===== src/hdl/hst_pkg.sv =====
// hst_pkg: shared types and codes for the handle slot table.
// No dependencies; used by hst_ctrl, hst_dp and handle_slot_table.
package hst_pkg;

	localparam logic [1:0] CMD_CLEAR   = 2'd0;
	localparam logic [1:0] CMD_INSERT  = 2'd1;
	localparam logic [1:0] CMD_RELEASE = 2'd2;

	localparam logic [1:0] ST_OK      = 2'd0;
	localparam logic [1:0] ST_FULL    = 2'd1;
	localparam logic [1:0] ST_UNKNOWN = 2'd2;

	typedef struct packed {
		logic [1:0]  cmd;
		logic [31:0] block_address;
		logic [31:0] block_size;
		logic [31:0] handle_in;
	} req_t;

	typedef struct packed {
		logic [1:0]  status;
		logic [31:0] handle_out;
		logic [31:0] address_out;
		logic [31:0] size_out;
	} rsp_t;

	typedef enum logic [2:0] {
		FSM_INIT,
		FSM_IDLE,
		FSM_CLEAR,
		FSM_SCAN,
		FSM_DATA,
		FSM_DONE
	} fsm_t;

	// controller -> datapath
	typedef struct packed {
		logic capture;
		logic clr_step;
		logic hnd_reset;
		logic scan_run;
		logic data_load;
		logic out_load;
	} ctl_t;

	// datapath -> controller
	typedef struct packed {
		logic [1:0] req_cmd;
		logic       req_h_zero;
		logic       cnt_last;
		logic       hit;
		logic       miss;
		logic       is_insert;
		logic       out_free;
	} stat_t;

endpackage


===== src/hdl/hst_ctrl.sv =====
// hst_ctrl: sequencing state machine of the handle slot table.
// Depends on hst_pkg; drives hst_dp through ctl_t, reads stat_t.
module hst_ctrl (
	input  logic           clk,
	input  logic           arst_n,
	input  logic           req_valid,
	output logic           req_ready,
	input  hst_pkg::stat_t stat,
	output hst_pkg::ctl_t  ctl
);

	hst_pkg::fsm_t state_q, state_d;

	always_ff @(posedge clk or negedge arst_n) begin
		if (!arst_n) begin
			state_q <= hst_pkg::FSM_INIT;
		end else begin
			state_q <= state_d;
		end
	end

	always_comb begin
		state_d = state_q;
		unique case (state_q)
			hst_pkg::FSM_INIT: begin
				if (stat.cnt_last) state_d = hst_pkg::FSM_IDLE;
			end
			hst_pkg::FSM_IDLE: begin
				if (req_valid) begin
					if (stat.req_cmd == hst_pkg::CMD_CLEAR) begin
						state_d = hst_pkg::FSM_CLEAR;
					end else if (stat.req_cmd == hst_pkg::CMD_INSERT) begin
						state_d = hst_pkg::FSM_SCAN;
					end else if (stat.req_cmd == hst_pkg::CMD_RELEASE && !stat.req_h_zero) begin
						state_d = hst_pkg::FSM_SCAN;
					end else begin
						state_d = hst_pkg::FSM_DONE;
					end
				end
			end
			hst_pkg::FSM_CLEAR: begin
				if (stat.cnt_last) state_d = hst_pkg::FSM_DONE;
			end
			hst_pkg::FSM_SCAN: begin
				if (stat.hit) begin
					state_d = stat.is_insert ? hst_pkg::FSM_DONE : hst_pkg::FSM_DATA;
				end else if (stat.miss) begin
					state_d = hst_pkg::FSM_DONE;
				end
			end
			hst_pkg::FSM_DATA: begin
				state_d = hst_pkg::FSM_DONE;
			end
			hst_pkg::FSM_DONE: begin
				if (stat.out_free) state_d = hst_pkg::FSM_IDLE;
			end
			default: begin
				state_d = hst_pkg::FSM_INIT;
			end
		endcase
	end

	always_comb begin
		ctl       = '0;
		req_ready = 1'b0;
		unique case (state_q)
			hst_pkg::FSM_INIT: begin
				ctl.clr_step  = 1'b1;
				ctl.hnd_reset = stat.cnt_last;
			end
			hst_pkg::FSM_IDLE: begin
				req_ready   = 1'b1;
				ctl.capture = req_valid;
			end
			hst_pkg::FSM_CLEAR: begin
				ctl.clr_step  = 1'b1;
				ctl.hnd_reset = stat.cnt_last;
			end
			hst_pkg::FSM_SCAN: begin
				ctl.scan_run = 1'b1;
			end
			hst_pkg::FSM_DATA: begin
				ctl.data_load = 1'b1;
			end
			hst_pkg::FSM_DONE: begin
				ctl.out_load = stat.out_free;
			end
			default: begin
				ctl = '0;
			end
		endcase
	end

endmodule


===== config.mk =====
export PLATFORM = sky130hd
export DESIGN_NAME = hst_ctrl
export DESIGN_NICKNAME = d
export VERILOG_FILES = /design/src/hdl/hst_pkg.sv /design/src/hdl/hst_ctrl.sv
export SDC_FILE = /design/constraint.sdc
export NUM_CORES = 1
export LEC_CHECK = 0
export BUFFER_PORTS_ARGS = -buffer_cell sky130_fd_sc_hd__buf_2
export CORE_AREA = 2 2 39 41
export CTS_CLUSTER_DIAMETER = 150
export DETAILED_ROUTE_END_ITERATION = 6
export DIE_AREA = 0 0 41 43
export PLACE_DENSITY = 0.55
export SKIP_LAST_GASP = 1
export SLEW_MARGIN = 20
export SYNTH_ARGS = -nofsm -noshare
export SYNTH_HDL_FRONTEND = slang
export SYNTH_SLANG_ARGS = --single-unit

===== constraint.sdc =====
create_clock -name clk -period 1.6 [get_ports clk]
set_input_delay 0.16 -clock clk [delete_from_list [all_inputs] [get_ports clk]]
set_output_delay 0.16 -clock clk [all_outputs]
set_load 0.02 [all_outputs]

==> results of run 1 <==
==> worst max-delay path: cells and delay by family (launching register included) <==
family        cells  cell delay, ns
buf+inv           1            0.15
simple gates      3            0.34
flops             1            0.56
==> logic make-up after synthesis <==
| kind of cell | after synthesis | share of synthesized area |
|---|---|---|
| buffers and inverters | 3 | 0.0695 |
| and+or+nand+nor | 19 | 0.417 |
| AOI/OAI and AO/OA | 9 | 0.236 |
| DFF | 3 | 0.278 |
==> per-layer routing <==
layer | up-vias | GRT usage | part of all wire
met4 | 0 | 0.100 | 0.016
li1 | 165 | - | -
met2 | 11 | 0.169 | 0.54
met3 | 2 | 0.0157 | 0.059
met5 | - | 0 | 0
met1 | 148 | 0.116 | 0.38
==> final timing paths <==
kind,depth (start not counted),end,start
hold / removal,2,state_q[0],arst_n
min in group clk,3,state_q[0],stat[7]
setup reg to reg,3,state_q[0],state_q[0]
setup / recovery,4,ctl[5],state_q[0]
max in group asynchronous,2,state_q[2],arst_n
hold reg to reg,2,state_q[1],state_q[1]
==> cell type report <==
type,instances,area share
Timing Repair Buffer,18,0.238
Inverter,2,0.0188
Multi-Input combinational cell,28,0.441
Tap cell,16,0.0500
Clock buffer,4,0.0656
Sequential cell,3,0.188
==> through the flow <==
stage               std cells  total power, mW  setup slack [ns]   util
floorplan                  34            0.494             0.275      -
global placement           66            0.589             0.277  0.263
finish                     71            0.734             0.139  0.289
detailed placement         66            0.592             0.256  0.263
global route               71            0.795            0.0329  0.289
CTS                        71            0.737             0.136  0.289
==> power by group <==
part | switching, mW | internal [mW] | leakage (nW)
clock | 0.0452 | 0.0938 | 0.0150
combinational | 0.225 | 0.177 | 0.152
sequential | 0.0815 | 0.112 | 0.0361
total | 0.351 | 0.383 | 0.204
==> timing repair <==
action	in CTS	in global routing
hold endpoints to repair	3	0
resized for setup	0	0
hold buffers	1	0
==> cells in the final DEF, fill, tap and decap left out <==
cell type,n
nand2_1,1
a41oi_1,1
a31o_1,1
and3_2,1
inv_1,2
buf_2,17
dlygate4sd3_1,1
o21ai_0,3
nor3b_1,1
o211ai_1,1
nor2_1,9
and3b_2,1
a21oi_1,1
clkbuf_1,1
dfrtp_1,3
o311a_1,1
a221oi_1,1
or4_1,1
nor4b_1,1
or2b_1,1
and2_1,2
clkbuf_4,3
nand2b_4,1
==> impl_metrics.env, run 1 <==
export IMPL_outcome="finished, final reports clean"
export IMPL_drt_first_iter_violations=6
export IMPL_worst_pin_slew_ns=0.418
export IMPL_first_pass_iters=4
export IMPL_nets=67
export IMPL_holdWs_ns=0.243
export IMPL_syn_nets=45
export IMPL_portBuffers=17
export IMPL_largest_register="state_q"
export IMPL_track_usage=0.109
export IMPL_fmaxAchievable_mhz=685
export IMPL_dpl_hpwl_um=582
export IMPL_min_period_over_period=0.913
export IMPL_yosysMostFrequentCell="nor2_1"
export IMPL_final_hold_viol_count=0
export IMPL_grt_pass1_vias=312
export IMPL_synth_edf_count=0
export IMPL_reg_top3="state_q x3"
export IMPL_syn_mean_instance_area_um2=7.95
export IMPL_layout_min_cycle_time_ns=1.46
export IMPL_rows=14
export IMPL_largest_reg_flops=3
export IMPL_grt_ovfl_total=0
export IMPL_yosys_top_cells_area="dfrtp_1, nor2_1, o21ai_0, nand2b_4, and2_1"
export IMPL_clk_pin_slew_ns=0.04
export IMPL_n_antenna_cell=0
export IMPL_cp_slowest_stage_delay_ns=0.56
export IMPL_p_leak_nw=0.204
export IMPL_drc_errors=0
export IMPL_yosysUniqueCellTypes=20
export IMPL_die_area_mm2=0.00176
export IMPL_postCtsSetupRepairBufs=0
export IMPL_p_per_area_mw_per_mm2=1830
export IMPL_multi_input_area_um2=176
export IMPL_area_growth_pct=48.1
export IMPL_synthTopCellsByCount="nor2_1, dfrtp_1, o21ai_0"
export IMPL_critical_path_max_fanout=12
export IMPL_clock_latency_ns=0.24
export IMPL_fp_dieW_um=41
export IMPL_drt_total_wl_um=750
export IMPL_grt_pass1_wl_um=1240
export IMPL_end_kind="output pin"
export IMPL_vias=326
export IMPL_rsz0062_at_grt="false"
export IMPL_synthArstFlopShare=1.00
export IMPL_fin_skew_ns=0.00469
export IMPL_rrSetupSlack_ns=0.22
export IMPL_cts_sinks=3
export IMPL_fin_tns_setup_ns=0
export IMPL_cp_slowest_cell="dfrtp_1"
export IMPL_finalWeightedCongestion=0.798
export IMPL_io_pins=18
export IMPL_grt_max_degree=13
export IMPL_start_kind="flop"
export IMPL_critPathKind="reg2out"
export IMPL_wl_per_cell_um=10.6
export IMPL_synthFlopType="dfrtp_1"
export IMPL_hp_class="in2async"
export IMPL_htree_levels=1
export IMPL_max_cap_violations=0
export IMPL_root_buffer="clkbuf_4"
export IMPL_path_cells="nand2b_4 > nor2_1 > and2_1 > buf_2"
export IMPL_relSlewSlack=0.717
export IMPL_regArea_um2=75.1
export IMPL_antenna_found_initial=0
export IMPL_ys_seq_area_frac=0.278
export IMPL_clock_path_buffers=2
export IMPL_peakVddDrop_mv=0.578
export IMPL_yosys_warnings=0
export IMPL_initial_core_util=0.195
export IMPL_drv_slew=0
export IMPL_arrival_ns=1.30
export IMPL_final_area_um2=400
export IMPL_yosys_area_top_type_share=0.278
export IMPL_viasPerCell=4.59
export IMPL_drive_above_1_share=0.418
export IMPL_ant_nets=0
export IMPL_syn_area_um2=270
export IMPL_cts_tree="yes"
export IMPL_synth_seq_cells=3
export IMPL_placed_cell_area_um2=364
export IMPL_synth_cells=34
export IMPL_setup_viol=0
export IMPL_core_region_area_mm2=0.00138
export IMPL_fill_cells=162
export IMPL_synth_top_area_cell="dfrtp_1"
export IMPL_fp_dieH_um=43
export IMPL_numCtsBuffers=3
export IMPL_cp_required_ns=1.44
No activity file was read; power rests on OpenSTA's default activity.
==> run 2: changes to the inputs <==
--- a/config.mk
+++ b/config.mk
@@ -10,7 +10,10 @@
 export CTS_CLUSTER_DIAMETER = 150
 export DETAILED_ROUTE_END_ITERATION = 6
 export DIE_AREA = 0 0 41 43
+export GPL_TIMING_DRIVEN = 0
+export MAX_ROUTING_LAYER = met4
 export PLACE_DENSITY = 0.55
+export SETUP_SLACK_MARGIN = 0.3
 export SKIP_LAST_GASP = 1
 export SLEW_MARGIN = 20
 export SYNTH_ARGS = -nofsm -noshare
==> impl_metrics.env, run 2 (synthesis results as in run 1) <==
export IMPL_drive_above_1_share=0.603
export IMPL_cp_required_ns=1.44
export IMPL_worst_pin_slew_ns=0.260
export IMPL_nets=75
export IMPL_htree_levels=1
export IMPL_reg_top3="state_q x3"
export IMPL_arrival_ns=1.19
export IMPL_final_hold_viol_count=0
export IMPL_rrSetupSlack_ns=0.26
export IMPL_root_buffer="clkbuf_4"
export IMPL_p_leak_nw=0.256
export IMPL_die_area_mm2=0.00176
export IMPL_seqPwrFrac=0.165
export IMPL_drc_errors=0
export IMPL_drt_total_wl_um=741
export IMPL_final_cells=79
export IMPL_portBuffers=17
export IMPL_switching_share=0.412
export IMPL_ant_nets=0
export IMPL_clock_path_buffers=2
export IMPL_met3_length_um=70
export IMPL_antenna_found_initial=0
export IMPL_largest_reg_flops=3
export IMPL_layout_min_cycle_time_ns=1.35
export IMPL_finalWeightedCongestion=0.788
export IMPL_first_pass_iters=2
export IMPL_fmaxAchievable_mhz=740
export IMPL_end_kind="output pin"
export IMPL_fin_tns_setup_ns=0
export IMPL_hp_class="in2async"
export IMPL_post_place_ws_ns=0.242
export IMPL_clk_pin_slew_ns=0.04
export IMPL_grt_ovfl_total=0
export IMPL_setup_ws_ns=0.250
export IMPL_n_antenna_cell=0
export IMPL_cts_tree="yes"
export IMPL_max_cap_violations=0
export IMPL_post_place_cells=67
export IMPL_top_layer="met3"
export IMPL_core_region_area_mm2=0.00138
export IMPL_peakVddDrop_mv=0.763
export IMPL_min_period_over_period=0.844
export IMPL_rows=14
export IMPL_outcome="finished, final reports clean"
export IMPL_fp_dieH_um=43
export IMPL_numCtsBuffers=3
export IMPL_fp_dieW_um=41
export IMPL_drv_slew=0
export IMPL_p_int_mw=0.597
export IMPL_drt_first_iter_violations=1
export IMPL_clock_latency_ns=0.23
export IMPL_fill_cells=159
export IMPL_dr_wl_met2_um=331
export IMPL_grt_pass1_vias=308
export IMPL_rsz0062_at_grt="true"
export IMPL_largest_register="state_q"
export IMPL_track_usage=0.108
export IMPL_critPathKind="reg2out"
export IMPL_setup_viol=0
export IMPL_io_pins=18
export IMPL_initial_core_util=0.195
export IMPL_grt_pass1_wl_um=1200
export IMPL_r2r_start="state_q[1]"
export IMPL_relSlewSlack=0.825
export IMPL_area_growth_pct=96.8
export IMPL_combPwrFrac=0.702
export IMPL_r2r_cells=3
export IMPL_p_clk_frac=0.134
export IMPL_finalPower_mw=1.01
export IMPL_power_switching_mw=0.418
export IMPL_critical_path_max_fanout=6
export IMPL_fin_skew_ns=0.00101
export IMPL_viasPerCell=4.39
export IMPL_vias=347
export IMPL_wl_met1_um=339
export IMPL_dpl_hpwl_um=526
export IMPL_grt_max_degree=11
export IMPL_cts_sinks=3
export IMPL_final_cell_mix="buf_2, buf_4, nor2_1, buf_6"
export IMPL_p_per_area_mw_per_mm2=1910
export IMPL_start_kind="flop"
export IMPL_r2r_end="state_q[0]"
export IMPL_wl_per_cell_um=9.38
export IMPL_layout_commonest_cell="buf_2"
==> run 2: power groups by stage <==
stage                     sequential (mW)  clock [mW]  combinational, mW
after floorplan                     0.159           0              0.348
after global placement              0.176           0              0.460
after detailed placement            0.175           0              0.458
after CTS                           0.180       0.143              0.499
after global routing                0.173       0.152              0.785
final                               0.167       0.136              0.712
==> run 2: repair_timing <==
item | in CTS | in global routing
hold buffers | 1 | 0
endpoints found under the setup margin | 7 | 8
gates resized for setup | 7 | 11
hold endpoints to repair | 3 | 0
pin swaps | 1 | 4
setup buffers | 1 | 6
==> run 2: cell type report <==
cell class                      count  area, µm²  area share
Tap cell                           16       20.0      0.0376
Inverter                            2       7.51      0.0141
Clock buffer                        4       26.3      0.0494
Sequential cell                     3       77.6       0.146
Multi-Input combinational cell     28        211       0.398
Buffer                              1       11.3      0.0212
Timing Repair Buffer               25        178       0.334
==> run 2: metrics by stage <==
step	area [µm²]	util	hold slack (ns)
after detailed placement	380	0.275	-0.0423
final	532	0.384	0.244
after floorplan	275	-	-0.136
after CTS	440	0.318	0.243
after global placement	380	0.275	-0.0429
after global routing	532	0.384	0.255
==> run 2: worst max-delay path: stages (launching register included) <==
cell,delay [ns]
dfrtp_2,0.43
nand2b_4,0.18
nor2_4,0.11
and2_4,0.14
buf_6,0.10
==> run 2: worst max path at each step <==
stage / startpoint / end / slack, ns / depth (start not counted)
finish: state_q[2] / ctl[5] / 0.25 / 4
global route: state_q[2] / ctl[5] / 0.19 / 4
CTS: state_q[2] / ctl[5] / 0.23 / 4
detailed placement: state_q[2] / state_q[2] / 0.24 / 3
global placement: state_q[2] / state_q[2] / 0.22 / 3
floorplan: state_q[2] / state_q[0] / 0.35 / 3
==> run 2: metal layers <==
metal,track usage,vias up
li1,-,180
met5,-,-
met3,0.0785,0
met2,0.131,15
met4,0.0400,0
met1,0.136,152
==> run 3: changes to the inputs <==
--- a/config.mk
+++ b/config.mk
@@ -12,7 +12,7 @@
 export DIE_AREA = 0 0 41 43
 export GPL_TIMING_DRIVEN = 0
 export MAX_ROUTING_LAYER = met4
-export PLACE_DENSITY = 0.55
+export PLACE_DENSITY = 0.56
 export SETUP_SLACK_MARGIN = 0.3
 export SKIP_LAST_GASP = 1
 export SLEW_MARGIN = 20
==> constraint.sdc (replaced) <==
create_clock -name clk -period 1.1 [get_ports clk]
set_input_delay 0.11 -clock clk [delete_from_list [all_inputs] [get_ports clk]]
set_output_delay 0.11 -clock clk [all_outputs]
set_load 0.02 [all_outputs]
==> impl_metrics.env, run 3 (synthesis results as in run 1) <==
export IMPL_outcome="finished with violations"
export IMPL_violations="setup timing"
export IMPL_clock_path_buffers=2
export IMPL_r2r_cells=3
export IMPL_cts_tree="yes"
export IMPL_finalPower_mw=1.78
export IMPL_cts_sinks=3
export IMPL_final_cell_mix="buf_2, buf_6, buf_4, nor2_4, nor2_1"
export IMPL_drc_errors=0
export IMPL_grt_pass1_vias=371
export IMPL_rows=14
export IMPL_power_switching_mw=0.747
export IMPL_placed_cell_area_um2=397
export IMPL_antenna_found_initial=0
export IMPL_htree_levels=1
export IMPL_relSlewSlack=0.821
export IMPL_cp_slowest_stage_delay_ns=0.42
export IMPL_combPwrFrac=0.746
export IMPL_crit_start="state_q[2]"
export IMPL_seqPwrFrac=0.136
export IMPL_clock_latency_ns=0.25
export IMPL_cp_slowest_cell="dfrtp_2"
export IMPL_drv_slew=0
export IMPL_fp_dieH_um=43
export IMPL_drt_first_iter_violations=7
export IMPL_first_pass_iters=4
export IMPL_layout_min_cycle_time_ns=1.31
export IMPL_fp_dieW_um=41
export IMPL_grt_ovfl_total=0
export IMPL_grt_max_degree=6
export IMPL_track_usage=0.127
export IMPL_min_period_over_period=1.19
export IMPL_p_clk_frac=0.118
export IMPL_end_kind="flop"
export IMPL_cp_required_ns=1.23
export IMPL_area_growth_pct=128
export IMPL_fin_skew_ns=0.00667
export IMPL_final_area_um2=616
export IMPL_fmaxAchievable_mhz=765
export IMPL_cp_endpoint="state_q[0]"
export IMPL_reg_top3="state_q x3"
export IMPL_drt_total_wl_um=940
export IMPL_hp_class="in2async"
export IMPL_setup_ws_ns=-0.208
export IMPL_final_hold_viol_count=0
export IMPL_fin_tns_setup_ns=-1.48
export IMPL_max_cap_violations=0
export IMPL_rrSetupSlack_ns=-0.21
export IMPL_clk_pin_slew_ns=0.04
export IMPL_post_place_ws_ns=-0.237
export IMPL_wl_per_cell_um=11.5
export IMPL_nets=78
export IMPL_io_pins=18
export IMPL_largest_reg_flops=3
export IMPL_p_per_area_mw_per_mm2=2890
export IMPL_grt_pass1_wl_um=1440
export IMPL_worst_pin_slew_ns=0.265
export IMPL_rsz0062_at_grt="true"
export IMPL_p_leak_nw=0.282
export IMPL_ant_nets=0
export IMPL_initial_core_util=0.195
export IMPL_arrival_ns=1.44
export IMPL_portBuffers=17
export IMPL_n_antenna_cell=0
export IMPL_layout_commonest_cell="buf_2"
export IMPL_dpl_hpwl_um=549
export IMPL_core_region_area_mm2=0.00138
export IMPL_viasPerCell=4.71
export IMPL_p_int_mw=1.03
export IMPL_largest_register="state_q"
export IMPL_fin_util=0.445
export IMPL_vias=386
export IMPL_critPathKind="reg2reg"
export IMPL_path_cells="nand2b_4 > or4_1 > a31o_1"
export IMPL_start_kind="flop"
export IMPL_peakVddDrop_mv=1.28
export IMPL_numCtsBuffers=3
export IMPL_die_area_mm2=0.00176
export IMPL_setup_viol=10
export IMPL_critical_path_max_fanout=4
export IMPL_root_buffer="clkbuf_4"
export IMPL_drive_above_1_share=0.742
export IMPL_r2r_start="state_q[2]"
export IMPL_r2r_end="state_q[0]"
export IMPL_switching_share=0.419
export IMPL_finalWeightedCongestion=0.799
-- run 3: changes by cell type in the layout (fill, tap and decap cells not counted), sizes merged --
cell	change
buf	+3
-- run 3: worst min-delay path by stage --
stage / from / end / slack [ns]
3_3_place_gp: arst_n / state_q[2] / -0.09
4_1_cts: arst_n / state_q[0] / 0.19
3_5_place_dp: arst_n / state_q[1] / -0.09
5_1_grt: arst_n / state_q[0] / 0.23
6_report: arst_n / state_q[0] / 0.18
2_1_floorplan: arst_n / state_q[0] / -0.19
-- run 3: timing repair --
| action | in CTS | in global routing |
|---|---|---|
| setup endpoints to repair | 10 | 10 |
| pin swaps | 4 | 2 |
| gates resized for setup | 20 | 12 |
| setup buffers | 6 | 3 |
| endpoints found under the hold margin | 3 | 0 |
| cloned | 1 | 0 |
| hold buffers | 1 | 0 |
-- run 3: cell type report --
cell class	instances	area, µm²
Fill cell	135	768
Multi-Input combinational cell	28	251
Timing Repair Buffer	28	219
Sequential cell	3	77.6
Clock buffer	4	26.3
Tap cell	16	20.0
Buffer	1	11.3
Inverter	2	10.0
-- run 3: power groups by stage --
stage                     sequential [mW]  combinational (mW)  clock, mW
after detailed placement            0.253               0.710          0
after global placement              0.255               0.716          0
final                               0.242                1.33      0.210
after CTS                           0.236                1.08      0.208
after floorplan                     0.232               0.550          0
after global routing                0.249                1.43      0.207
-- run 3: layer usage --
layer  vias to the layer above  part of all wire  wire length, µm  track usage
met3                         2             0.057               54       0.0157
met5                         -                 0                0            -
met4                         0             0.013               12        0.100
li1                        188                 -                -            -
met1                       181              0.35              325        0.129
met2                        15              0.58              546        0.203
-- run 3: critical path, delay by kind of cell, from the launching register on --
kind            cells  cell delay (ns)
compound gates      1             0.20
flops               1             0.42
simple gates        2             0.58
-- run 3: through the flow --
| stage | hold slack (ns) | instances |
|---|---|---|
| finish | 0.183 | 82 |
| floorplan | -0.186 | 34 |
| global placement | -0.0918 | 67 |
| CTS | 0.188 | 79 |
| global route | 0.228 | 82 |
| detailed placement | -0.0901 | 67 |
